**config.mk**
```make
export PLATFORM = sky130hd
export DESIGN_NAME = nucleotide_huffman_codec_top_flat
export DESIGN_NICKNAME = d
export VERILOG_FILES = /design/src/hw/rtl/nhc_pkg.sv /design/src/hw/rtl/nhc_in_if.sv /design/src/hw/rtl/nhc_out_if.sv /design/src/hw/rtl/nucleotide_huffman_codec_top.sv /design/src/hw/rtl/nhc_ctrl.sv /design/src/hw/rtl/nhc_datapath.sv /design/src/flat_wrapper.sv
export SDC_FILE = /design/constraint.sdc
export NUM_CORES = 1
export LEC_CHECK = 0
export CELL_PAD_IN_SITES_DETAIL_PLACEMENT = 0
export CELL_PAD_IN_SITES_GLOBAL_PLACEMENT = 1
export CORE_ASPECT_RATIO = 1.4
export CORE_UTILIZATION = 45
export DETAILED_ROUTE_END_ITERATION = 8
export DONT_BUFFER_PORTS = 1
export HOLD_SLACK_MARGIN = 0.02
export PLACE_DENSITY_LB_ADDON = 0.1
export SLEW_MARGIN = 30
export SYNTH_ARGS = -nofsm -noshare
export SYNTH_HDL_FRONTEND = slang
export SYNTH_HIERARCHICAL = 1
export SYNTH_SLANG_ARGS = --single-unit
```
**constraint.sdc**
```tcl
create_clock -name clk -period 9 [get_ports clk]
set_input_delay 0.9 -clock clk [delete_from_list [all_inputs] [get_ports clk]]
set_output_delay 0.9 -clock clk [all_outputs]
set_load 0.02 [all_outputs]
```
**src/hw/rtl/nhc_pkg.sv**
```systemverilog
// ----------------------------------------------------------------------------
// nhc_pkg
// types, codes and helpers shared by the nucleotide huffman codec
// ----------------------------------------------------------------------------
package nhc_pkg;

  localparam int NUM_SYMS  = 4;
  localparam int NUM_NODES = 7;
  localparam int NODE_W    = 3;
  localparam int SYM_W     = 2;

  localparam logic [2:0] MODE_CLEAR  = 3'd0;
  localparam logic [2:0] MODE_COUNT  = 3'd1;
  localparam logic [2:0] MODE_ENCODE = 3'd2;
  localparam logic [2:0] MODE_DECODE = 3'd3;
  localparam logic [2:0] MODE_LOAD   = 3'd4;

  localparam logic [2:0] ST_OK         = 3'd0;
  localparam logic [2:0] ST_BAD_CHAR   = 3'd1;
  localparam logic [2:0] ST_UNCODED    = 3'd2;
  localparam logic [2:0] ST_BAD_CODE   = 3'd3;
  localparam logic [2:0] ST_INCOMPLETE = 3'd4;

  localparam logic [7:0] SYM_CHAR [NUM_SYMS] = '{8'h41, 8'h43, 8'h47, 8'h54};

  typedef enum logic [2:0] {
    S_IDLE,
    S_EXEC,
    S_INIT,
    S_SCAN,
    S_TAKE,
    S_CODES
  } state_t;

  typedef struct packed {
    logic ready;
    logic exec;
    logic build_init;
    logic scan_step;
    logic take;
    logic codes;
  } cmd_t;

  typedef struct packed {
    logic in_fire;
    logic unused;
    logic needs_build;
    logic out_free;
    logic few_leaves;
    logic scan_last;
    logic take_again;
  } stat_t;

  // returns {valid, index}
  function automatic logic [SYM_W:0] sym_lookup(input logic [7:0] c);
    logic [SYM_W:0] r;
    r = '0;
    for (int i = 0; i < NUM_SYMS; i++) begin
      if (c == SYM_CHAR[i]) begin
        r = {1'b1, SYM_W'(i)};
      end
    end
    return r;
  endfunction

endpackage

```
**src/hw/rtl/nhc_in_if.sv**
```systemverilog
// ----------------------------------------------------------------------------
// nhc_in_if
// item channel into the codec
// ----------------------------------------------------------------------------
interface nhc_in_if import nhc_pkg::*; ();
  logic        valid;
  logic        ready;
  logic [2:0]  mode;
  logic [7:0]  char_in;
  logic        bit_in;
  logic [31:0] count_value;
  logic        end_of_bits;

  modport source (output valid, mode, char_in, bit_in, count_value, end_of_bits,
                  input ready);
  modport sink (input valid, mode, char_in, bit_in, count_value, end_of_bits,
                output ready);
endinterface

```
**src/hw/rtl/nhc_out_if.sv**
```systemverilog
// ----------------------------------------------------------------------------
// nhc_out_if
// result channel out of the codec
// ----------------------------------------------------------------------------
interface nhc_out_if import nhc_pkg::*; ();
  logic       valid;
  logic       ready;
  logic [2:0] status;
  logic [2:0] code_bits;
  logic [1:0] code_length;
  logic       symbol_valid;
  logic [7:0] symbol_out;

  modport source (output valid, status, code_bits, code_length, symbol_valid,
                  symbol_out, input ready);
  modport sink (input valid, status, code_bits, code_length, symbol_valid,
                symbol_out, output ready);
endinterface

```
**src/hw/rtl/nucleotide_huffman_codec_top.sv**
```systemverilog
// an item is transferred in, then executed into the result register
// the first encode or decode after a count change first builds the code tree
// on one shared compare unit, by node scans and merges
// the result register frees the output side; a new item is taken once the
// previous one has executed. synchronous reset clears counts, codes and control
// ----------------------------------------------------------------------------
// nucleotide_huffman_codec_top
// four symbol huffman counter, encoder and decoder
// ----------------------------------------------------------------------------
module nucleotide_huffman_codec_top import nhc_pkg::*; #(
  parameter int COUNT_WIDTH = 32
) (
  input logic clk,
  input logic rst,
  nhc_in_if.sink    req,
  nhc_out_if.source rsp
);

  cmd_t  cmd;
  stat_t st;

  nhc_ctrl u_ctrl (
    .clk (clk),
    .rst (rst),
    .st  (st),
    .cmd (cmd)
  );

  nhc_datapath #(.COUNT_WIDTH(COUNT_WIDTH)) u_dp (
    .clk (clk),
    .rst (rst),
    .cmd (cmd),
    .st  (st),
    .req (req),
    .rsp (rsp)
  );

endmodule

```
**src/hw/rtl/nhc_ctrl.sv**
```systemverilog
// ----------------------------------------------------------------------------
// nhc_ctrl
// sequencer for item execution and code tree build
// ----------------------------------------------------------------------------
module nhc_ctrl import nhc_pkg::*; (
  input  logic  clk,
  input  logic  rst,
  input  stat_t st,
  output cmd_t  cmd
);

  state_t state, state_next;

  always_ff @(posedge clk) begin
    if (rst) begin
      state <= S_IDLE;
    end else begin
      state <= state_next;
    end
  end

  always_comb begin
    state_next = state;
    cmd = '0;
    case (state)
      S_IDLE: begin
        cmd.ready = 1'b1;
        if (st.in_fire) state_next = S_EXEC;
      end
      S_EXEC: begin
        if (st.unused) begin
          state_next = S_IDLE;
        end else if (st.needs_build) begin
          state_next = S_INIT;
        end else if (st.out_free) begin
          cmd.exec = 1'b1;
          state_next = S_IDLE;
        end
      end
      S_INIT: begin
        cmd.build_init = 1'b1;
        state_next = st.few_leaves ? S_CODES : S_SCAN;
      end
      S_SCAN: begin
        cmd.scan_step = 1'b1;
        if (st.scan_last) state_next = S_TAKE;
      end
      S_TAKE: begin
        cmd.take = 1'b1;
        state_next = st.take_again ? S_SCAN : S_CODES;
      end
      S_CODES: begin
        cmd.codes = 1'b1;
        state_next = S_EXEC;
      end
      default: state_next = S_IDLE;
    endcase
  end

endmodule

```
**src/hw/rtl/nhc_datapath.sv**
```systemverilog
// ----------------------------------------------------------------------------
// nhc_datapath
// counts, node table, code tables, decode shifter and result register
// ----------------------------------------------------------------------------
module nhc_datapath import nhc_pkg::*; #(
  parameter int COUNT_WIDTH = 32
) (
  input  logic clk,
  input  logic rst,
  input  cmd_t cmd,
  output stat_t st,
  nhc_in_if.sink   req,
  nhc_out_if.source rsp
);

  localparam int FW = (COUNT_WIDTH + 2 > 64) ? 64 : COUNT_WIDTH + 2;
  localparam int VW = (COUNT_WIDTH > 32) ? COUNT_WIDTH : 32;
  localparam logic [COUNT_WIDTH-1:0] CMAX = {COUNT_WIDTH{1'b1}};

  // latched item
  logic [2:0]  mode;
  logic [7:0]  char_in;
  logic        bit_in;
  logic [31:0] count_value;
  logic        end_of_bits;

  logic [COUNT_WIDTH-1:0] counts [NUM_SYMS];
  logic [2:0] code_words [NUM_SYMS];
  logic [1:0] code_lengths [NUM_SYMS];
  logic       codes_current;
  logic [1:0] longest_code;
  logic [2:0] pending_bits;
  logic [1:0] pending_length;

  // build table
  logic [FW-1:0]     freq [NUM_NODES];
  logic [NUM_NODES-1:0] live;
  logic [NUM_NODES-1:0] pvalid;
  logic [NODE_W-1:0] parent [NUM_NODES];
  logic [NUM_NODES-1:0] branch;
  logic [NODE_W-1:0] made;
  logic [2:0]        leaves;
  logic [NODE_W-1:0] scan_idx;
  logic              have_best;
  logic [NODE_W-1:0] best;
  logic [FW-1:0]     best_freq;
  logic              pick;
  logic [NODE_W-1:0] node_a;
  logic [FW-1:0]     a_freq;

  logic          out_valid;
  logic [SYM_W:0] look;
  logic [SYM_W-1:0] idx;
  logic          idx_ok;
  logic [2:0]    nz_count;
  logic [FW:0]   sum;
  logic [FW-1:0] sum_sat;
  logic [FW-1:0] scan_freq;
  logic          better;

  assign look   = sym_lookup(char_in);
  assign idx    = look[SYM_W-1:0];
  assign idx_ok = look[SYM_W];
  assign req.ready = cmd.ready;

  always_comb begin
    nz_count = '0;
    for (int i = 0; i < NUM_SYMS; i++) begin
      nz_count = nz_count + 3'(counts[i] != '0);
    end
  end

  assign sum       = {1'b0, a_freq} + {1'b0, best_freq};
  assign sum_sat   = sum[FW] ? {FW{1'b1}} : sum[FW-1:0];
  assign scan_freq = freq[scan_idx];
  assign better    = live[scan_idx] && (!have_best || scan_freq < best_freq);

  always_comb begin
    st.in_fire     = req.valid && req.ready;
    st.unused      = mode > MODE_LOAD;
    st.needs_build = !codes_current &&
                     ((mode == MODE_ENCODE && idx_ok) || mode == MODE_DECODE);
    st.out_free    = !out_valid || rsp.ready;
    st.few_leaves  = nz_count <= 3'd1;
    st.scan_last   = scan_idx == made - NODE_W'(1);
    st.take_again  = !pick || (leaves > 3'd2);
  end

  // code walk over the finished tree
  logic [2:0] w_word [NUM_SYMS];
  logic [1:0] w_len  [NUM_SYMS];
  logic [1:0] w_long;
  always_comb begin
    logic [NODE_W-1:0] node;
    logic              go;
    w_long = '0;
    for (int i = 0; i < NUM_SYMS; i++) begin
      w_word[i] = '0;
      w_len[i]  = '0;
      node = NODE_W'(i);
      go   = counts[i] != '0;
      if (nz_count == 3'd1) begin
        if (go) w_len[i] = 2'd1;
      end else begin
        for (int d = 0; d < 3; d++) begin
          if (go && pvalid[node]) begin
            w_word[i] = w_word[i] | (3'(branch[node]) << d);
            w_len[i]  = w_len[i] + 2'd1;
            node      = parent[node];
          end else begin
            go = 1'b0;
          end
        end
      end
      if (w_len[i] > w_long) w_long = w_len[i];
    end
  end

  // decode step
  logic [2:0] d_bits;
  logic [2:0] d_len;
  logic       d_hit;
  logic [7:0] d_sym;
  always_comb begin
    d_bits = {pending_bits[1:0], bit_in};
    d_len  = {1'b0, pending_length} + 3'd1;
    d_hit  = 1'b0;
    d_sym  = '0;
    for (int i = NUM_SYMS - 1; i >= 0; i--) begin
      if (code_lengths[i] != '0 && {1'b0, code_lengths[i]} == d_len &&
          code_words[i] == d_bits) begin
        d_hit = 1'b1;
        d_sym = SYM_CHAR[i];
      end
    end
  end

  logic [VW-1:0] v_ext;
  assign v_ext = VW'(count_value);

  always_ff @(posedge clk) begin
    if (st.in_fire) begin
      mode        <= req.mode;
      char_in     <= req.char_in;
      bit_in      <= req.bit_in;
      count_value <= req.count_value;
      end_of_bits <= req.end_of_bits;
    end
  end

  // build table
  always_ff @(posedge clk) begin
    if (cmd.build_init) begin
      for (int i = 0; i < NUM_SYMS; i++) begin
        freq[i] <= FW'(counts[i]);
        live[i] <= counts[i] != '0;
      end
      for (int i = NUM_SYMS; i < NUM_NODES; i++) live[i] <= 1'b0;
      pvalid    <= '0;
      made      <= NODE_W'(NUM_SYMS);
      leaves    <= nz_count;
      scan_idx  <= '0;
      have_best <= 1'b0;
      pick      <= 1'b0;
    end else if (cmd.scan_step) begin
      if (better) begin
        best      <= scan_idx;
        best_freq <= scan_freq;
        have_best <= 1'b1;
      end
      scan_idx <= scan_idx + NODE_W'(1);
    end else if (cmd.take) begin
      live[best] <= 1'b0;
      scan_idx   <= '0;
      have_best  <= 1'b0;
      if (!pick) begin
        node_a <= best;
        a_freq <= best_freq;
        pick   <= 1'b1;
      end else begin
        freq[made]     <= sum_sat;
        live[made]     <= 1'b1;
        parent[node_a] <= made;
        pvalid[node_a] <= 1'b1;
        branch[node_a] <= 1'b0;
        parent[best]   <= made;
        pvalid[best]   <= 1'b1;
        branch[best]   <= 1'b1;
        made           <= made + NODE_W'(1);
        leaves         <= leaves - 3'd1;
        pick           <= 1'b0;
      end
    end
  end

  // architectural state and result register
  always_ff @(posedge clk) begin
    if (rst) begin
      for (int i = 0; i < NUM_SYMS; i++) begin
        counts[i]       <= '0;
        code_words[i]   <= '0;
        code_lengths[i] <= '0;
      end
      codes_current  <= 1'b0;
      longest_code   <= '0;
      pending_bits   <= '0;
      pending_length <= '0;
      out_valid      <= 1'b0;
    end else begin
      if (rsp.ready) out_valid <= 1'b0;
      if (cmd.codes) begin
        for (int i = 0; i < NUM_SYMS; i++) begin
          code_words[i]   <= w_word[i];
          code_lengths[i] <= w_len[i];
        end
        longest_code   <= w_long;
        codes_current  <= 1'b1;
        pending_bits   <= '0;
        pending_length <= '0;
      end
      if (cmd.exec) begin
        out_valid        <= 1'b1;
        rsp.status       <= ST_OK;
        rsp.code_bits    <= '0;
        rsp.code_length  <= '0;
        rsp.symbol_valid <= 1'b0;
        rsp.symbol_out   <= '0;
        case (mode)
          MODE_CLEAR: begin
            for (int i = 0; i < NUM_SYMS; i++) begin
              counts[i]       <= '0;
              code_words[i]   <= '0;
              code_lengths[i] <= '0;
            end
            codes_current  <= 1'b0;
            longest_code   <= '0;
            pending_bits   <= '0;
            pending_length <= '0;
          end
          MODE_COUNT, MODE_LOAD: begin
            if (!idx_ok) begin
              rsp.status <= ST_BAD_CHAR;
            end else begin
              codes_current <= 1'b0;
              if (mode == MODE_COUNT) begin
                if (counts[idx] != CMAX) counts[idx] <= counts[idx] + COUNT_WIDTH'(1);
              end else if (v_ext > VW'(CMAX)) begin
                counts[idx] <= CMAX;
              end else begin
                counts[idx] <= COUNT_WIDTH'(v_ext);
              end
            end
          end
          MODE_ENCODE: begin
            if (!idx_ok) begin
              rsp.status <= ST_BAD_CHAR;
            end else if (code_lengths[idx] == '0) begin
              rsp.status <= ST_UNCODED;
            end else begin
              rsp.code_bits   <= code_words[idx];
              rsp.code_length <= code_lengths[idx];
            end
          end
          MODE_DECODE: begin
            if (d_hit) begin
              rsp.symbol_valid <= 1'b1;
              rsp.symbol_out   <= d_sym;
              pending_bits     <= '0;
              pending_length   <= '0;
            end else if (d_len > {1'b0, longest_code} || d_len >= 3'd3) begin
              rsp.status     <= ST_BAD_CODE;
              pending_bits   <= '0;
              pending_length <= '0;
            end else if (end_of_bits) begin
              rsp.status     <= ST_INCOMPLETE;
              pending_bits   <= '0;
              pending_length <= '0;
            end else begin
              pending_bits   <= d_bits;
              pending_length <= d_len[1:0];
            end
          end
          default: out_valid <= 1'b0;
        endcase
      end
    end
  end

  assign rsp.valid = out_valid;

endmodule

```
**src/flat_wrapper.sv**
```systemverilog
// flat-port wrapper written by rule: the top's interface ports become plain ports
module nucleotide_huffman_codec_top_flat import nhc_pkg::*;
#(
  parameter int COUNT_WIDTH = 32
)
  (clk, rst, req_valid, req_mode, req_char_in, req_bit_in, req_count_value, req_end_of_bits, req_ready, rsp_valid, rsp_status, rsp_code_bits, rsp_code_length, rsp_symbol_valid, rsp_symbol_out, rsp_ready);
  nhc_in_if req_i ();
  nhc_out_if rsp_i ();
  input logic clk;
  input logic rst;
  input wire logic [$bits(req_i.valid)-1:0] req_valid;
  input wire logic [$bits(req_i.mode)-1:0] req_mode;
  input wire logic [$bits(req_i.char_in)-1:0] req_char_in;
  input wire logic [$bits(req_i.bit_in)-1:0] req_bit_in;
  input wire logic [$bits(req_i.count_value)-1:0] req_count_value;
  input wire logic [$bits(req_i.end_of_bits)-1:0] req_end_of_bits;
  output wire logic [$bits(req_i.ready)-1:0] req_ready;
  output wire logic [$bits(rsp_i.valid)-1:0] rsp_valid;
  output wire logic [$bits(rsp_i.status)-1:0] rsp_status;
  output wire logic [$bits(rsp_i.code_bits)-1:0] rsp_code_bits;
  output wire logic [$bits(rsp_i.code_length)-1:0] rsp_code_length;
  output wire logic [$bits(rsp_i.symbol_valid)-1:0] rsp_symbol_valid;
  output wire logic [$bits(rsp_i.symbol_out)-1:0] rsp_symbol_out;
  input wire logic [$bits(rsp_i.ready)-1:0] rsp_ready;
  assign req_i.valid = req_valid;
  assign req_i.mode = req_mode;
  assign req_i.char_in = req_char_in;
  assign req_i.bit_in = req_bit_in;
  assign req_i.count_value = req_count_value;
  assign req_i.end_of_bits = req_end_of_bits;
  assign req_ready = req_i.ready;
  assign rsp_valid = rsp_i.valid;
  assign rsp_status = rsp_i.status;
  assign rsp_code_bits = rsp_i.code_bits;
  assign rsp_code_length = rsp_i.code_length;
  assign rsp_symbol_valid = rsp_i.symbol_valid;
  assign rsp_symbol_out = rsp_i.symbol_out;
  assign rsp_i.ready = rsp_ready;
  nucleotide_huffman_codec_top #(.COUNT_WIDTH(COUNT_WIDTH)) u_core (.clk(clk), .rst(rst), .req(req_i), .rsp(rsp_i));
endmodule
```
Word-level counts from Yosys, hierarchy flattened --
Memories as Yosys holds them, arrays and structs flattened. A register that Yosys moved wholly into a read port is not among the register bits. Index checks and enable logic that the tools add are counted. Widths: inputs -> output; s select.
Cells by class: magnitude comparators 26, bitwise logic cells 46, $add $sub $neg 18, eq/ne operators 29, muxes and demuxes 269, reductions and logical operators 70
Operator list (count):
- $mux 32 | 7
- $mux 3 | 72
- $reduce_bool 32->1 | 4
- $mux 1 | 112
- $mux 2 | 43
- $mux 34 | 2
- $bmux 1 s3 | 17
- $lt 3x4->1 const B | 12
- $add 34x34->35 | 1
- $mux 7 | 5
- $lt 34x34->1 | 1
- $reduce_or 34->1 | 1
- $add 32x1->32 const B | 1
- $eq 8x7->1 const B | 4
- $gt 32x32->1 const B | 1
- $ne 32x32->1 const B | 1
- $reduce_or 32->1 | 1
- $or 7x7->7 | 4
- $logic_and 1x1->1 | 27
- $or 1x1->1 | 22
- $pmux 3 s6 | 1
- $add 2x1->2 const B | 8
- $reduce_bool 2->1 | 8
- $eq 3x3->1 | 5
- 43 further kinds | 98
Storage, ports and cells: memories kept 5, word-level logic and storage cells 494, input bits 49, register bits 177, output and inout port bits 19, memory bits (writable) 407
Memory list:
- u_core.u_dp.freq | words 7, bits a word 34, rd ports 1, clocked after memory_dff 1, wr ports 4, RTL line nhc_datapath.sv:36 | logic [FW-1:0] freq [NUM_NODES];
- u_core.u_dp.counts | words 4, bits a word 32, rd ports 5, clocked after memory_dff 0, wr ports 4, RTL line nhc_datapath.sv:27 | logic [COUNT_WIDTH-1:0] counts [NUM_SYMS];
- u_core.u_dp.parent | words 7, bits a word 3, rd ports 8, clocked after memory_dff 0, wr ports 2, RTL line nhc_datapath.sv:39 | logic [NODE_W-1:0] parent [NUM_NODES];
- u_core.u_dp.code_words | words 4, bits a word 3, rd ports 5, clocked after memory_dff 1, wr ports 4, RTL line nhc_datapath.sv:28 | logic [2:0] code_words [NUM_SYMS];
- u_core.u_dp.code_lengths | words 4, bits a word 2, rd ports 5, clocked after memory_dff 0, wr ports 4, RTL line nhc_datapath.sv:29 | logic [1:0] code_lengths [NUM_SYMS];

Longest topological paths before layout --
An unclocked memory read counts as a cell.
depth after elaboration 28, gate-level depth with buffers 31, depth with buffers taken out 30

Cells and area by module --
The synthesis kept the hierarchy.
Modules (own cells, without submodules):
- nhc_datapath | sequential area each 18227.5 sq um, times used 1, cells each 2726, area each 32055.7 sq um
- nhc_ctrl | sequential area each 60.1 sq um, times used 1, cells each 30, area each 260.2 sq um

Worst setup path after synthesis --
No wires, ideal clock.
path type flip-flop to flip-flop, start point register u_core.u_dp.char_in[1], end point memory u_core.u_dp.counts[2][0] (enable), path slack 3.289 ns, stages on the path, launching flop included 18, data required time 8.611 ns, period minus slack after synthesis 5.711 ns, setup time 0.389 ns, arrival 5.322 ns, path buffers 5, cell sequence edfxtp_1 > buf_2 > and3b_1 > o211ai_1 > buf_6 > clkbuf_1 > o31ai_1 > nand3_1 > a21oi_1 > nor4_1 > nor2b_1 > and4_1 > clkbuf_1 > nor3b_1 > a21oi_2 > nand4_1 > buf_2 > nand2_1
RTL lines:
- from (decl) | RTL line nhc_datapath.sv:22 | logic [7:0] char_in;
- from (signal assigned) | RTL line nhc_datapath.sv:144 | char_in <= req.char_in;
- to (decl) | RTL line nhc_datapath.sv:27

==> flow_metrics.py <==
metrics = {
    "global_routing": {
        "antenna_found_initial": 3,
        "grtUsageTotal": 0.258,
        "grt_overflow_total": 0,
        "grt_start_max_net_pins": 64,
        "grt_pass1_wl_um": 141000,
        "grt_pass1_vias": 22440,
    },
    "power": {
        "power_frac_seq": 0.513,
        "p_sw_frac": 0.242,
        "pwr-share-comb": 0.107,
        "finalPower_mw": 6.63,
        "power.share.clock": 0.380,
        "internal_power_mw": 5.02,
        "power.density_nw_per_um2": 188,
        "power_switching_mw": 1.61,
        "ir_drop_uv": 146,
        "p_leak_nw": 12.2,
    },
    "worst_setup_path": {
        "crit_type": "reg -> reg",
        "cp_max_fo": 5,
        "crit_slowest_cell": "nor4_1",
        "arrival_ps": 7590,
        "cp-start-kind": "flop",
        "reg2reg_setup_slack_ps": 1940,
        "end_kind": "flop",
        "required_ps": 9520,
        "crit_path_max_incr_delay_ps": 690,
    },
    "outcome": {
        "status": "finished, final reports clean",
    },
    "timing": {
        "fmax_mhz": 142,
        "worstMarginPinSlew_ps": 1000,
        "post-route-min-period_ps": 7060,
        "skew_ps": 14.7,
        "relSlewSlack": 0.324,
        "finalHoldViolCount": 0,
        "finalSetupViolations": 0,
        "fin_crit_sh": 0.785,
        "final.setup.tns_ps": 0,
        "rsz0062_at_grt": "false",
        "drv_slew": 0,
        "fin_ws_ps": 1940,
        "hold_slack_ps": 317,
    },
    "clock_network": {
        "cts_sinks": 623,
        "postCtsHoldBufs": 0,
        "clk-insertion-delay-late_ps": 650,
        "postCtsSetupRepairBufs": 0,
        "cts_buffers": 59,
        "htreeDepth": 2,
        "clk_pin_slew_ps": 60,
        "cts_resized": 0,
        "cts_buffer_depth": 3,
        "tritoncts": "yes",
        "root_buffer": "clkbuf_16",
    },
    "finish": {
        "final_core_util": 0.500,
        "fin_nets": 2865,
        "drive_gt1_frac": 0.123,
        "num-fill-cells": 6234,
        "syn_to_final_growth_pct": 9.33,
        "stdcell_area_um2": 35300,
        "fin_cells": 3709,
    },
    "die": {
        "die_x_um": 228,
        "dieHeight_um": 319,
        "core_um2": 70600,
        "fp-row-count": 115,
        "ios": 68,
        "initial_core_util": 0.457,
        "dieArea_um2": 72900,
    },
    "placement": {
        "dp.cells": 3596,
        "dpl.hpwl_um": 69900,
        "place_ws_ps": 1920,
        "place_area_um2": 33300,
        "port_buffers": 0,
        "gp_congestion": 0.896,
    },
    "synth": {
        "synth_cell_types": 107,
        "async_flop_share": 0,
        "postSynthCellCount": 2756,
        "avgSynthCellArea_um2": 11.7,
        "synth_enable_flop_cells": 581,
        "synthFlopType": "edfxtp_1",
        "ys_warn_count": 6,
        "synth-seq-area-share": 0.566,
        "ys_ff_latch": 623,
        "syn_area_um2": 32300,
    },
    "detailed_routing": {
        "via_per_inst": 5.98,
        "dr.pass1.iters": 5,
        "vias": 22190,
        "antenna_left": 0,
        "drc_errors": 0,
        "wire_per_inst_um": 25.4,
        "route.final.wire_length_um": 94200,
        "drt-initial-drc-count": 1906,
    },
    "min_path": {
        "hold_path_class": "in -> reg",
    },
    "flow_run": {
        "drv_cap": 0,
    },
}
==> state kept, by name (all words and copies together) (netlist names), 7 cells and up, named ones only <==
signal                    cells
u_core/u_dp/freq            272
u_core/u_dp/counts          128
u_core/u_dp/a_freq           34
u_core/u_dp/best_freq        34
u_core/u_dp/count_value      32
u_core/u_dp/parent           24
u_core/u_dp/code_words       12
u_core/u_dp/char_in           8
u_core/u_dp/code_lengths      8
u_core/u_dp/branch            7
u_core/u_dp/live              7
u_core/u_dp/pvalid            7
==> logic make-up (layout without fill, tap and decap cells) <==
family                     count (synthesis)  count (layout)  synth area share
muxes                                    168             168            0.0842
xor gates and xnor gates                  75              75            0.0206
buffers and inverters                    262             276            0.0334
other                                      1               4          0.000116
AOI/OAI and AO/OA                        590             590             0.121
DFF                                      623             623             0.566
adders and majority gates                 94              94            0.0371
and+or+nand+nor                          943             943             0.137
==> area by class of cell <==
cell class	instances	area [um2]	area share
multi-input cells	1873	13100	0.370
repair buffers	52	414	0.0117
inverters	113	424	0.0120
diodes	1	2.50	0.0000708
clock inverters	43	427	0.0121
clock buffers	68	1520	0.0430
well taps	936	1170	0.0331
flip-flops and latches	623	18300	0.518
==> cells in the mapped netlist (15+ instances only) <==
cell,number,area (um2)
nor3_1,46,230
a31oi_1,35,219
o21a_1,22,165
a221oi_1,19,166
nand4_1,24,150
a211oi_1,19,143
ha_1,91,1140
nand2_1,225,845
xor2_1,23,201
nor4_1,41,257
xnor2_1,51,447
and2_1,15,93.8
dfxtp_1,42,841
a21oi_1,189,946
nor2b_1,34,213
nand3_1,38,190
a21o_1,30,225
nor2_1,388,1460
o211ai_1,16,120
clkbuf_1,91,342
a221o_1,20,200
mux2_2,52,586
inv_1,111,417
buf_1,20,75.1
mux2i_1,38,380
o21ai_0,116,581
and3_1,17,106
nand2b_1,38,238
buf_2,25,125
mux4_2,78,1760
edfxtp_1,581,17400
==> routing by layer <==
metal	up-vias	GRT usage	part of all wire
li1	10274	-	-
met1	11011	0.312	0.39
met2	703	0.460	0.51
met3	198	0.0261	0.047
met4	4	0.119	0.048
met5	-	0	0.00027
==> worst max-delay path, delay by kind of cell (launching register included) <==
kind / cells / cell delay (ps)
adders and majority gates: 3 / 880
buffers and inverters: 2 / 120
DFF: 1 / 430
AOI/OAI and AO/OA: 16 / 3640
and+or+nand+nor: 7 / 1850
==> power groups by stage <==
stage / Combinational (mW) / Clock [mW] / Sequential, mW
floorplan: 0.582 / 0 / 3.36
global placement: 0.711 / 0 / 3.46
detailed placement: 0.717 / 0 / 3.46
CTS: 0.721 / 2.58 / 3.40
global route: 0.773 / 2.68 / 3.41
finish: 0.708 / 2.52 / 3.40
==> cell usage in the layout (no fill, tap or decap), types with 14 or more instances in the layout <==
master     instances
nor2b_1           33
a21o_1            30
clkbuf_16         59
nor3_1            43
edfxtp_1         581
mux2_2            52
nand2_1          225
xor2_1            23
ha_1              91
nor2_1           380
o211ai_1          16
mux2i_1           38
a221oi_1          19
and3_1            17
o21ai_0          114
a211oi_1          19
inv_1            111
mux4_2            78
a31oi_1           35
xnor2_1           51
clkinv_1          15
nand3_1           37
nand2b_1          38
buf_4             50
nor4_1            41
clkinv_2          14
a221o_1           20
a21oi_1          189
nand4_1           24
dfxtp_1           39
o21a_1            22
==> worst paths after layout <==
check	start	end	cells past startpoint
hold / removal	rst	u_core/u_ctrl/state[1]$_SDFFE_PP0P_	1
setup / recovery	u_core/u_dp/counts[1][28]$_SDFFCE_PN0P_	u_core/u_dp/longest_code[0]$_SDFF_PP0_	28
hold reg to reg	u_core/u_dp/live[5]$_SDFFE_PP0P_	u_core/u_dp/live[5]$_SDFFE_PP0P_	1
setup reg to reg	u_core/u_dp/counts[1][28]$_SDFFCE_PN0P_	u_core/u_dp/longest_code[0]$_SDFF_PP0_	28
(Power assumes the default switching activity.)
